**src/hw/rtl/pps_pkg.sv**
```systemverilog
// Shared types and constants for the preemptive priority scheduler.
// No dependencies.
`timescale 1ns / 1ps

package pps_pkg;

  localparam int MAX_PROCS  = 16;
  localparam int TIME_BITS  = 16;
  localparam int PRIO_BITS  = 8;
  localparam int SLOT_BITS  = (MAX_PROCS > 1) ? $clog2(MAX_PROCS) : 1;
  localparam int COUNT_BITS = $clog2(MAX_PROCS + 1);

  localparam logic OP_LOAD = 1'b0;
  localparam logic OP_TICK = 1'b1;

  localparam logic [1:0] ST_LOADED = 2'd0;
  localparam logic [1:0] ST_RAN    = 2'd1;
  localparam logic [1:0] ST_IDLE   = 2'd2;
  localparam logic [1:0] ST_FULL   = 2'd3;

  typedef struct packed {
    logic                 opcode;
    logic [TIME_BITS-1:0] arrival_time;
    logic [TIME_BITS-1:0] burst_length;
    logic [PRIO_BITS-1:0] priority_level;
  } cmd_t;

  typedef struct packed {
    logic [1:0]            status;
    logic [COUNT_BITS-1:0] process_number;
    logic                  finished;
    logic [TIME_BITS-1:0]  time_now;
    logic [TIME_BITS-1:0]  start_time;
    logic [TIME_BITS-1:0]  completion_time;
    logic [TIME_BITS-1:0]  turnaround_time;
    logic [TIME_BITS-1:0]  waiting_time;
    logic [TIME_BITS-1:0]  response_time;
  } res_t;

  // One process table entry, as held in the RAM.
  typedef struct packed {
    logic [TIME_BITS-1:0] arrival;
    logic [TIME_BITS-1:0] burst;
    logic [PRIO_BITS-1:0] prio;
    logic [TIME_BITS-1:0] remaining;
    logic [TIME_BITS-1:0] start;
    logic                 done;
  } entry_t;

  localparam int ENTRY_BITS = $bits(entry_t);

endpackage

```
**src/hw/rtl/pps_ram.sv**
```systemverilog
// Generic single-port-write, single-port-read RAM with registered read.
// No dependencies.
`timescale 1ns / 1ps

module pps_ram #(
  parameter int WIDTH = 8,
  parameter int DEPTH = 16,
  localparam int ADDR_BITS = (DEPTH > 1) ? $clog2(DEPTH) : 1
) (
  input  logic                 clk,
  input  logic                 wr_en,
  input  logic [ADDR_BITS-1:0] wr_addr,
  input  logic [WIDTH-1:0]     wr_data,
  input  logic                 rd_en,
  input  logic [ADDR_BITS-1:0] rd_addr,
  output logic [WIDTH-1:0]     rd_data
);

  logic [WIDTH-1:0] mem [DEPTH];

  always_ff @(posedge clk) begin
    if (wr_en) begin
      mem[wr_addr] <= wr_data;
    end
    if (rd_en) begin
      rd_data <= mem[rd_addr];
    end
  end

endmodule

```
**src/hw/rtl/preemptive_priority_scheduler.sv**
```systemverilog
// Preemptive priority scheduler: process table in one RAM, scanned per tick.
// Depends on pps_pkg and pps_ram.
`timescale 1ns / 1ps
// Load word: result strobed the cycle after acceptance, busy stays low, so
//   loads can follow back to back.
// Tick word: S_SCAN issues one RAM read per loaded entry through the single
//   read port and takes in the last read data, then S_UPD writes the chosen
//   entry back and registers the result.
// Results are strobed for one cycle on done; the receiver cannot stall.
// Synchronous active-high reset clears the entry count, time and sequencer.

module preemptive_priority_scheduler
  import pps_pkg::*;
(
  input  logic clk,
  input  logic rst,
  input  logic start,
  output logic busy,
  input  cmd_t cmd,
  output logic done,
  output res_t result
);

  typedef enum logic [2:0] {
    S_IDLE = 3'b001,
    S_SCAN = 3'b010,
    S_UPD  = 3'b100
  } state_t;

  state_t state;

  logic [COUNT_BITS-1:0] loaded_count;
  logic [TIME_BITS-1:0]  current_time;
  logic [TIME_BITS-1:0]  time_adv;

  // Scan bookkeeping: iss is the next slot to read, pend marks read data due.
  logic [COUNT_BITS-1:0] iss;
  logic                  pend;
  logic [SLOT_BITS-1:0]  pend_idx;

  // Best candidate so far, held as a full entry so no re-read is needed.
  logic                  found;
  logic [SLOT_BITS-1:0]  best_idx;
  entry_t                best;

  // RAM ports
  logic                  wr_en;
  logic [SLOT_BITS-1:0]  wr_addr;
  entry_t                wr_data;
  logic                  rd_en;
  entry_t                rd_data;

  logic accept;
  logic full;
  logic ready_cand;
  logic better;
  logic scan_last;

  // Write-back figures for the chosen process
  logic [TIME_BITS-1:0] rem_next;
  logic [TIME_BITS-1:0] start_next;
  logic                 fin;
  logic [TIME_BITS-1:0] turnaround;
  logic [TIME_BITS-1:0] waiting;
  logic [TIME_BITS-1:0] response;

  res_t result_next;

  assign busy   = !state[0];
  assign accept = start && !busy;
  assign full   = (loaded_count == COUNT_BITS'(MAX_PROCS));

  // Time saturates at all ones
  assign time_adv = (current_time == '1) ? current_time : current_time + 1'b1;

  pps_ram #(
    .WIDTH (ENTRY_BITS),
    .DEPTH (MAX_PROCS)
  ) u_table (
    .clk     (clk),
    .wr_en   (wr_en),
    .wr_addr (wr_addr),
    .wr_data (wr_data),
    .rd_en   (rd_en),
    .rd_addr (iss[SLOT_BITS-1:0]),
    .rd_data (rd_data)
  );

  // Scan compare: strict compares keep the lower slot on a full tie.
  assign rd_en      = (state == S_SCAN) && (iss < loaded_count);
  assign scan_last  = (iss >= loaded_count);
  assign ready_cand = pend && !rd_data.done && (rd_data.arrival <= current_time);
  assign better     = !found || (rd_data.prio > best.prio) ||
                      ((rd_data.prio == best.prio) && (rd_data.arrival < best.arrival));

  // Run one unit of the chosen process
  always_comb begin
    rem_next   = (best.remaining != '0) ? best.remaining - 1'b1 : best.remaining;
    start_next = (best.remaining == best.burst) ? current_time : best.start;
    fin        = (rem_next == '0);
    turnaround = (time_adv >= best.arrival) ? time_adv - best.arrival : '0;
    waiting    = (turnaround >= best.burst) ? turnaround - best.burst : '0;
    response   = (start_next >= best.arrival) ? start_next - best.arrival : '0;
  end

  // RAM write: a load in idle, or the write-back after a scan
  always_comb begin
    wr_en   = 1'b0;
    wr_addr = best_idx;
    wr_data = best;
    if (state == S_IDLE) begin
      wr_en             = accept && (cmd.opcode == OP_LOAD) && !full;
      wr_addr           = loaded_count[SLOT_BITS-1:0];
      wr_data.arrival   = cmd.arrival_time;
      wr_data.burst     = cmd.burst_length;
      wr_data.prio      = cmd.priority_level;
      wr_data.remaining = cmd.burst_length;
      wr_data.start     = '0;
      wr_data.done      = 1'b0;
    end else if (state == S_UPD) begin
      wr_en             = found;
      wr_data.remaining = rem_next;
      wr_data.start     = start_next;
      wr_data.done      = fin;
    end
  end

  // Result word
  always_comb begin
    result_next = '0;
    if (state == S_IDLE) begin
      result_next.time_now = current_time;
      if (full) begin
        result_next.status = ST_FULL;
      end else begin
        result_next.status         = ST_LOADED;
        result_next.process_number = loaded_count + 1'b1;
      end
    end else begin
      result_next.time_now = time_adv;
      if (!found) begin
        result_next.status = ST_IDLE;
      end else begin
        result_next.status         = ST_RAN;
        result_next.process_number = COUNT_BITS'(best_idx) + COUNT_BITS'(1);
        result_next.finished       = fin;
        if (fin) begin
          result_next.start_time      = start_next;
          result_next.completion_time = time_adv;
          result_next.turnaround_time = turnaround;
          result_next.waiting_time    = waiting;
          result_next.response_time   = response;
        end
      end
    end
  end

  always_ff @(posedge clk) begin
    if (rst) begin
      state        <= S_IDLE;
      loaded_count <= '0;
      current_time <= '0;
      done         <= 1'b0;
      pend         <= 1'b0;
      found        <= 1'b0;
      iss          <= '0;
    end else begin
      done <= 1'b0;
      case (state)
        S_IDLE: begin
          if (accept) begin
            if (cmd.opcode == OP_LOAD) begin
              done   <= 1'b1;
              result <= result_next;
              if (!full) begin
                loaded_count <= loaded_count + 1'b1;
              end
            end else begin
              iss   <= '0;
              pend  <= 1'b0;
              found <= 1'b0;
              state <= S_SCAN;
            end
          end
        end
        S_SCAN: begin
          pend     <= rd_en;
          pend_idx <= iss[SLOT_BITS-1:0];
          if (rd_en) begin
            iss <= iss + 1'b1;
          end
          if (ready_cand && better) begin
            found    <= 1'b1;
            best     <= rd_data;
            best_idx <= pend_idx;
          end
          if (scan_last) begin
            state <= S_UPD;
          end
        end
        S_UPD: begin
          current_time <= time_adv;
          result       <= result_next;
          done         <= 1'b1;
          state        <= S_IDLE;
        end
        default: begin
          state <= S_IDLE;
        end
      endcase
    end
  end

endmodule

```
**config.mk**
```make
export PLATFORM = sky130hd
export DESIGN_NAME = preemptive_priority_scheduler
export DESIGN_NICKNAME = d
export VERILOG_FILES = /design/src/hw/rtl/pps_pkg.sv /design/src/hw/rtl/pps_ram.sv /design/src/hw/rtl/preemptive_priority_scheduler.sv
export SDC_FILE = /design/constraint.sdc
export NUM_CORES = 1
export LEC_CHECK = 0
export BUFFER_PORTS_ARGS = -buffer_cell sky130_fd_sc_hd__buf_2
export CELL_PAD_IN_SITES_DETAIL_PLACEMENT = 1
export CELL_PAD_IN_SITES_GLOBAL_PLACEMENT = 1
export CORE_MARGIN = 2
export CORE_UTILIZATION = 40
export CTS_BUF_LIST = sky130_fd_sc_hd__clkbuf_16
export CTS_CLUSTER_DIAMETER = 150
export CTS_CLUSTER_SIZE = 30
export DETAILED_ROUTE_END_ITERATION = 8
export PLACE_DENSITY = 0.68
export SYNTH_ARGS = -nofsm -noshare
export SYNTH_HDL_FRONTEND = slang
export SYNTH_SLANG_ARGS = --single-unit
```
**constraint.sdc**
```tcl
create_clock -name clk -period 20.2 [get_ports clk]
set_clock_uncertainty 0.1 [all_clocks]
set_input_delay 0 -clock clk [delete_from_list [all_inputs] [get_ports clk]]
set_output_delay 0 -clock clk [all_outputs]
set_load 0.05 [all_outputs]
```
==> impl_metrics.json, run 1 <==
{
  "outcome": "complete, no violations",
  "synth-warning-count": 0,
  "netlist_area_um2": 59100,
  "root_buffer": "clkbuf_16",
  "synth-edff-count": 1426,
  "cp-end-kind": "flop",
  "power.switching_mw": 1.05,
  "drt_iter0_markers": 3127,
  "setup_viol": 0,
  "yosysSeqAreaShare_pct": 73.5,
  "cp_common_cell": "ha_1",
  "stdcell_count": 5213,
  "slowest_delay_ps": 670,
  "grt_pass1_vias": 30965,
  "via_count": 30005,
  "maxCapViolCount": 0,
  "layout_common_cells": "1426 x edfxtp_1, 365 x mux4_2, 149 x buf_2",
  "hp-class": "in2reg",
  "netlist-cell-type-count": 77,
  "swShare_pct": 21.2,
  "pwr-share-seq_pct": 67.7,
  "dieWidth_um": 389,
  "antenna_found_initial": 8,
  "finalCritPeriodShare_pct": 36.5,
  "power.density_nw_per_um2": 76.9,
  "p_total_mw": 4.98,
  "p_clk_share_pct": 28.5,
  "slew_viol_final": 0,
  "crit_type": "reg2reg",
  "worst_pin_slew_ps": 1310,
  "start_kind": "flop",
  "num_rows": 141,
  "syn2layout_area_growth_pct": 9.37,
  "synth_seq_cells": 1458,
  "ant_nets": 0,
  "placed_area_um2": 62700,
  "p_comb_share_pct": 3.8,
  "drc": 0,
  "cts-buffers-inserted": 55,
  "clock_path_buffers": 3,
  "cp.arrival_ps": 7720,
  "hold_violations": 0,
  "critPathMaxFanout": 17,
  "grt_usage_pct": 20.6,
  "die_h_um": 389,
  "core-area_um2": 147000,
  "portBuffers": 149,
  "p_leak_nw": 20.2,
  "io_pins": 150,
  "grt_pass1_wl_um": 224000,
  "drt-total-wl_um": 157000,
  "avgViaCountPerCell": 5.76,
  "ctsHoldBuffers": 41,
  "start_util_pct": 40.1,
  "min_period_ps": 7380,
  "fin_tns_setup_ps": 0,
  "gp_congestion": 0.878,
  "p_int_mw": 3.92,
  "final_util_pct": 43.9,
  "fillers": 13874,
  "clk_latency_ps": 740,
  "grt_max_degree": 126,
  "wire_per_inst_um": 30.1,
  "final_area_um2": 64700,
  "netlist_instances": 3046,
  "nets": 3395,
  "drive_gt1_share_pct": 22.5,
  "firstDrtPassIters": 9,
  "syn_avg_cell_area_um2": 19.4,
  "post_cts_resize_count": 0,
  "die_area_um2": 151000,
  "peakVddDrop_mv": 0.0746,
  "whs_ps": 84.8,
  "final_common_cell": "edfxtp_1",
  "clk_pin_slew_ps": 120,
  "dpl_worst_slack_ps": 12990,
  "h-tree-depth": 2,
  "cts_tree": "yes",
  "async_flop_share_pct": 0,
  "overflow": 0,
  "worstPathCellList": "ha_1, and3_1, nand3_1, and4_1, xnor2_1, ha_1, o211ai_1, a21oi_1, o41ai_1, o21ai_0, o22ai_1, buf_4, nor2_1, ha_1, nor2b_1, o31ai_1, a2bb2oi_1, a221oi_1, a31oi_1, nand4_4, and3b_1",
  "rsz0062_at_grt": "false",
  "synth_nets": 3192,
  "cp_data_required_time_ps": 20540,
  "cpMaxStageDelayCell": "o41ai_1",
  "relSlewSlack_pct": 12.3,
  "cts.sinks": 1458,
  "fmax_mhz": 135,
  "dpl.hpwl_um": 95400,
  "placed_cells": 5080,
  "fin_ws_ps": 12820,
  "synth_flop_cell": "edfxtp_1",
  "cts_setup_buffers": 0
}
==> cells by family (layout without fill, tap and decap cells) <==
kind of cell,count (synthesis),count (layout),share of synthesized area (%)
xor gates and xnor gates,88,88,1.30
and+or+nand+nor,494,494,4.19
muxes,372,372,14.0
other,0,2,0
AOI/OAI and AO/OA,304,304,3.29
DFF,1458,1458,73.5
adders and majority gates,102,102,2.20
buffers and inverters,228,463,1.51
==> critical path: cells and delay by family (launching register included) <==
| family | cells | cell delay, ps |
|---|---|---|
| AO/OA/AOI/OAI | 9 | 2740 |
| XOR/XNOR | 1 | 230 |
| adder cells (fa/ha/maj) | 3 | 970 |
| buffers and inverters | 1 | 240 |
| flip-flops | 1 | 590 |
| AND/OR/NAND/NOR | 7 | 2190 |
==> sequential cells by signal, indices dropped and copies added (netlist names) <==
name and flops:
best 73, pend_idx 4, best_idx 4, u_table.rd_data 73
pend 1, found 1, result 104, state 3
u_table.mem 1168, current_time 16, loaded_count 5, done 1
iss 5
==> cell usage after synthesis (34+ instances only) <==
| cell | n | area, µm² |
|---|---|---|
| a21oi_1 | 62 | 310 |
| clkbuf_1 | 97 | 364 |
| edfxtp_1 | 1426 | 42800 |
| ha_1 | 99 | 1240 |
| inv_1 | 88 | 330 |
| mux4_2 | 365 | 8220 |
| nand2_1 | 130 | 488 |
| nand3_1 | 34 | 170 |
| nor2_1 | 136 | 510 |
| nor2b_1 | 36 | 225 |
| o21ai_0 | 108 | 541 |
| xnor2_1 | 43 | 377 |
| xor2_1 | 45 | 394 |
==> path summary, 6_finish.rpt <==
check	slack [ps]	depth (start not counted)	to	from
worst max-delay path	12820	21	result[20]	current_time[0]
worst max register to register	12820	21	result[20]	current_time[0]
worst min register to register	320	0	best[44]	u_table.rd_data[44]
worst min-delay path	80	3	u_table.mem[7][57]	cmd[24]
==> final cells by class <==
cell class	count	area, µm²	share of cell area (%)
inverter	88	330	0.511
clock inverter	34	225	0.348
multi-input combinational	1360	14900	23.1
tap	1930	2410	3.73
sequential	1458	43500	67.2
clock buffer	55	1380	2.13
antenna	2	5.00	0.00774
timing repair buffer	286	1910	2.96
==> power groups by stage <==
| stage | Sequential [mW] | Combinational, mW | Clock (mW) |
|---|---|---|---|
| floorplan | 3.46 | 0.0807 | 0 |
| global placement | 3.44 | 0.179 | 0 |
| detailed placement | 3.44 | 0.185 | 0 |
| CTS | 3.37 | 0.191 | 1.45 |
| global route | 3.37 | 0.204 | 1.53 |
| finish | 3.37 | 0.191 | 1.42 |
==> routing by layer <==
layer  part of all wire [%]  vias up  GRT usage (%)
met1                     43    16126           29.5
met5                 0.0083        -              0
met4                    2.3        2           4.77
met3                    6.5      176           3.17
met2                     48     1024           33.3
li1                       -    12677              -
No activity file was read; power rests on OpenSTA's default activity.
==> inputs of run 2 (changes only) <==
--- a/config.mk
+++ b/config.mk
@@ -14,7 +14,7 @@
 export CTS_CLUSTER_DIAMETER = 150
 export CTS_CLUSTER_SIZE = 30
 export DETAILED_ROUTE_END_ITERATION = 8
-export PLACE_DENSITY = 0.68
+export PLACE_DENSITY = 0.7
 export SYNTH_ARGS = -nofsm -noshare
 export SYNTH_HDL_FRONTEND = slang
 export SYNTH_SLANG_ARGS = --single-unit
==> constraint.sdc (replaced) <==
create_clock -name clk -period 6.24 [get_ports clk]
set_clock_uncertainty 0.1 [all_clocks]
set_input_delay 0 -clock clk [delete_from_list [all_inputs] [get_ports clk]]
set_output_delay 0 -clock clk [all_outputs]
set_load 0.05 [all_outputs]
==> run 2 against run 1 <==
Register-to-register slack got worse by 12000 ps. Largest power group unchanged. Via count up 1.0%. Non-clock buffer count increased by 22. Clock-buffer cell count fell by 1. Power rose to 3.2 times the previous value. Sequential power rose to 3.2 times the previous value. Worst hold slack lost 11 ps. Flip-flop and latch count did not move. Final area up 0.43%. Final cell count increased by 0.31%. First-iteration DRC count grew 3.9%. Critical path depth up 2.
==> impl_metrics.json, run 2 (synthesis gave the netlist of run 1 again) <==
{
  "outcome": "complete, no violations",
  "die_h_um": 389,
  "clk_pin_slew_ps": 120,
  "largest_register_ffs": 1168,
  "cpMaxStageDelayCell": "ha_1",
  "p_total_mw": 16.0,
  "drt_iter0_markers": 3249,
  "firstDrtPassIters": 5,
  "via_count": 30311,
  "cp_common_cell": "ha_1",
  "relSlewSlack_pct": 12.9,
  "reg_top3": "u_table.mem x1168, result x104",
  "overflow": 0,
  "syn2layout_area_growth_pct": 9.84,
  "start_util_pct": 40.1,
  "slew_viol_final": 0,
  "fin_ws_ps": 360,
  "num_rows": 141,
  "peakVddDrop_mv": 0.226,
  "routed.top_layer": "met5",
  "p_leak_nw": 20.3,
  "wl_met1_um": 68100,
  "dpl.hpwl_um": 94700,
  "power.density_nw_per_um2": 247,
  "placed_area_um2": 63000,
  "cp_data_required_time_ps": 6700,
  "final_area_um2": 65000,
  "critPathMaxFanout": 8,
  "grt_max_degree": 121,
  "ant_nets": 0,
  "grt_pass1_wl_um": 227000,
  "core-area_um2": 147000,
  "drt-total-wl_um": 158000,
  "gp_congestion": 0.893,
  "cp.arrival_ps": 6340,
  "hold_violations": 0,
  "root_buffer": "clkbuf_16",
  "min_period_ps": 5880,
  "cts_tree": "yes",
  "h-tree-depth": 2,
  "final_common_cell": "edfxtp_1",
  "grt_usage_pct": 20.8,
  "clock_path_buffers": 3,
  "worstPathCellList": "ha_1, and3_1, buf_4, nand3_1, a21oi_1, and3_1, xnor2_1, ha_1, nand2_1, or3_1, o21ai_1, o22ai_2, or2_2, ha_1, fa_1, nor2b_1, o31ai_1, a2bb2oi_2, a221oi_1, a31oi_1, nand4_4, buf_12, nor2_2",
  "nets": 3416,
  "dpl_worst_slack_ps": -96.1,
  "wl_met3_um": 11600,
  "drive_gt1_share_pct": 23.1,
  "fmax_mhz": 170,
  "crit_type": "reg2reg",
  "die_area_um2": 151000,
  "clk_latency_ps": 730,
  "avgViaCountPerCell": 5.80,
  "grt_pass1_vias": 31418,
  "cts-buffers-inserted": 54,
  "regMostFlops": "u_table.mem",
  "start_kind": "flop",
  "wire_per_inst_um": 30.2,
  "io_pins": 150,
  "rsz0062_at_grt": "false",
  "hp-class": "in2reg",
  "maxCapViolCount": 0,
  "drc": 0,
  "route.met2.wl_um": 75400,
  "worst_pin_slew_ps": 1310,
  "cp-end-kind": "flop",
  "cts.sinks": 1458,
  "setup_viol": 0,
  "portBuffers": 149,
  "slowest_delay_ps": 420,
  "dieWidth_um": 389,
  "antenna_found_initial": 6,
  "whs_ps": 73.6,
  "finalCritPeriodShare_pct": 94.2,
  "layout_common_cells": "1426 x edfxtp_1, 365 x mux4_2, 149 x buf_2"
}
==> run 2: critical path: cells and delay by family (launching register included) <==
kind | cells | cell delay, ps
DFF | 1 | 370
buffers and inverters | 2 | 450
xor gates and xnor gates | 1 | 110
adders and majority gates | 4 | 1240
AOI/OAI and AO/OA | 7 | 1390
and+or+nand+nor | 9 | 2060
==> run 2: area by class of cell <==
type | count | area (µm²)
clock buffers | 54 | 1350
diodes | 3 | 7.51
flip-flops and latches | 1458 | 43500
repair buffers | 308 | 2250
multi-input cells | 1360 | 15000
well taps | 1930 | 2410
fillers | 13790 | 82400
clock inverters | 28 | 155
inverters | 88 | 330
==> run 2: what timing repair did <==
action	4_1_cts	5_1_grt
buffers inserted	3	2
pin swaps	1	1
endpoints found under the setup margin	16	16
hold endpoints to repair	614	32
hold buffers	39	2
gates resized for setup	1	4
cloned	0	0
==> run 2: per-stage QoR <==
stage	util [%]	std cells	setup TNS, ps
5_1_grt	44.1	5226	0
2_1_floorplan	-	3046	0
3_3_place_gp	42.7	5098	0
3_5_place_dp	42.7	5098	-290
6_report	44.1	5229	0
4_1_cts	44.1	5222	0
==> run 2: path summary, 6_finish.rpt <==
path,from,to,slack [ps],cells after the start
setup / recovery,current_time[0],result[30],360,23
hold / removal,cmd[21],u_table.mem[5][30],70,3
setup reg to reg,current_time[0],result[30],360,23
hold reg to reg,u_table.rd_data[15],best[15],330,0
==> run 2: report_power, final <==
part | internal, mW | switching (mW) | leakage, nW
Combinational | 0.164 | 0.461 | 6.29
Sequential | 10.9 | 0.0225 | 13.2
Clock | 1.60 | 2.91 | 0.812
==> run 2: layer usage <==
layer	GRT usage, %	vias up
met5	0	-
met4	4.25	4
met1	29.6	16282
met3	3.67	155
li1	-	12703
met2	33.7	1167
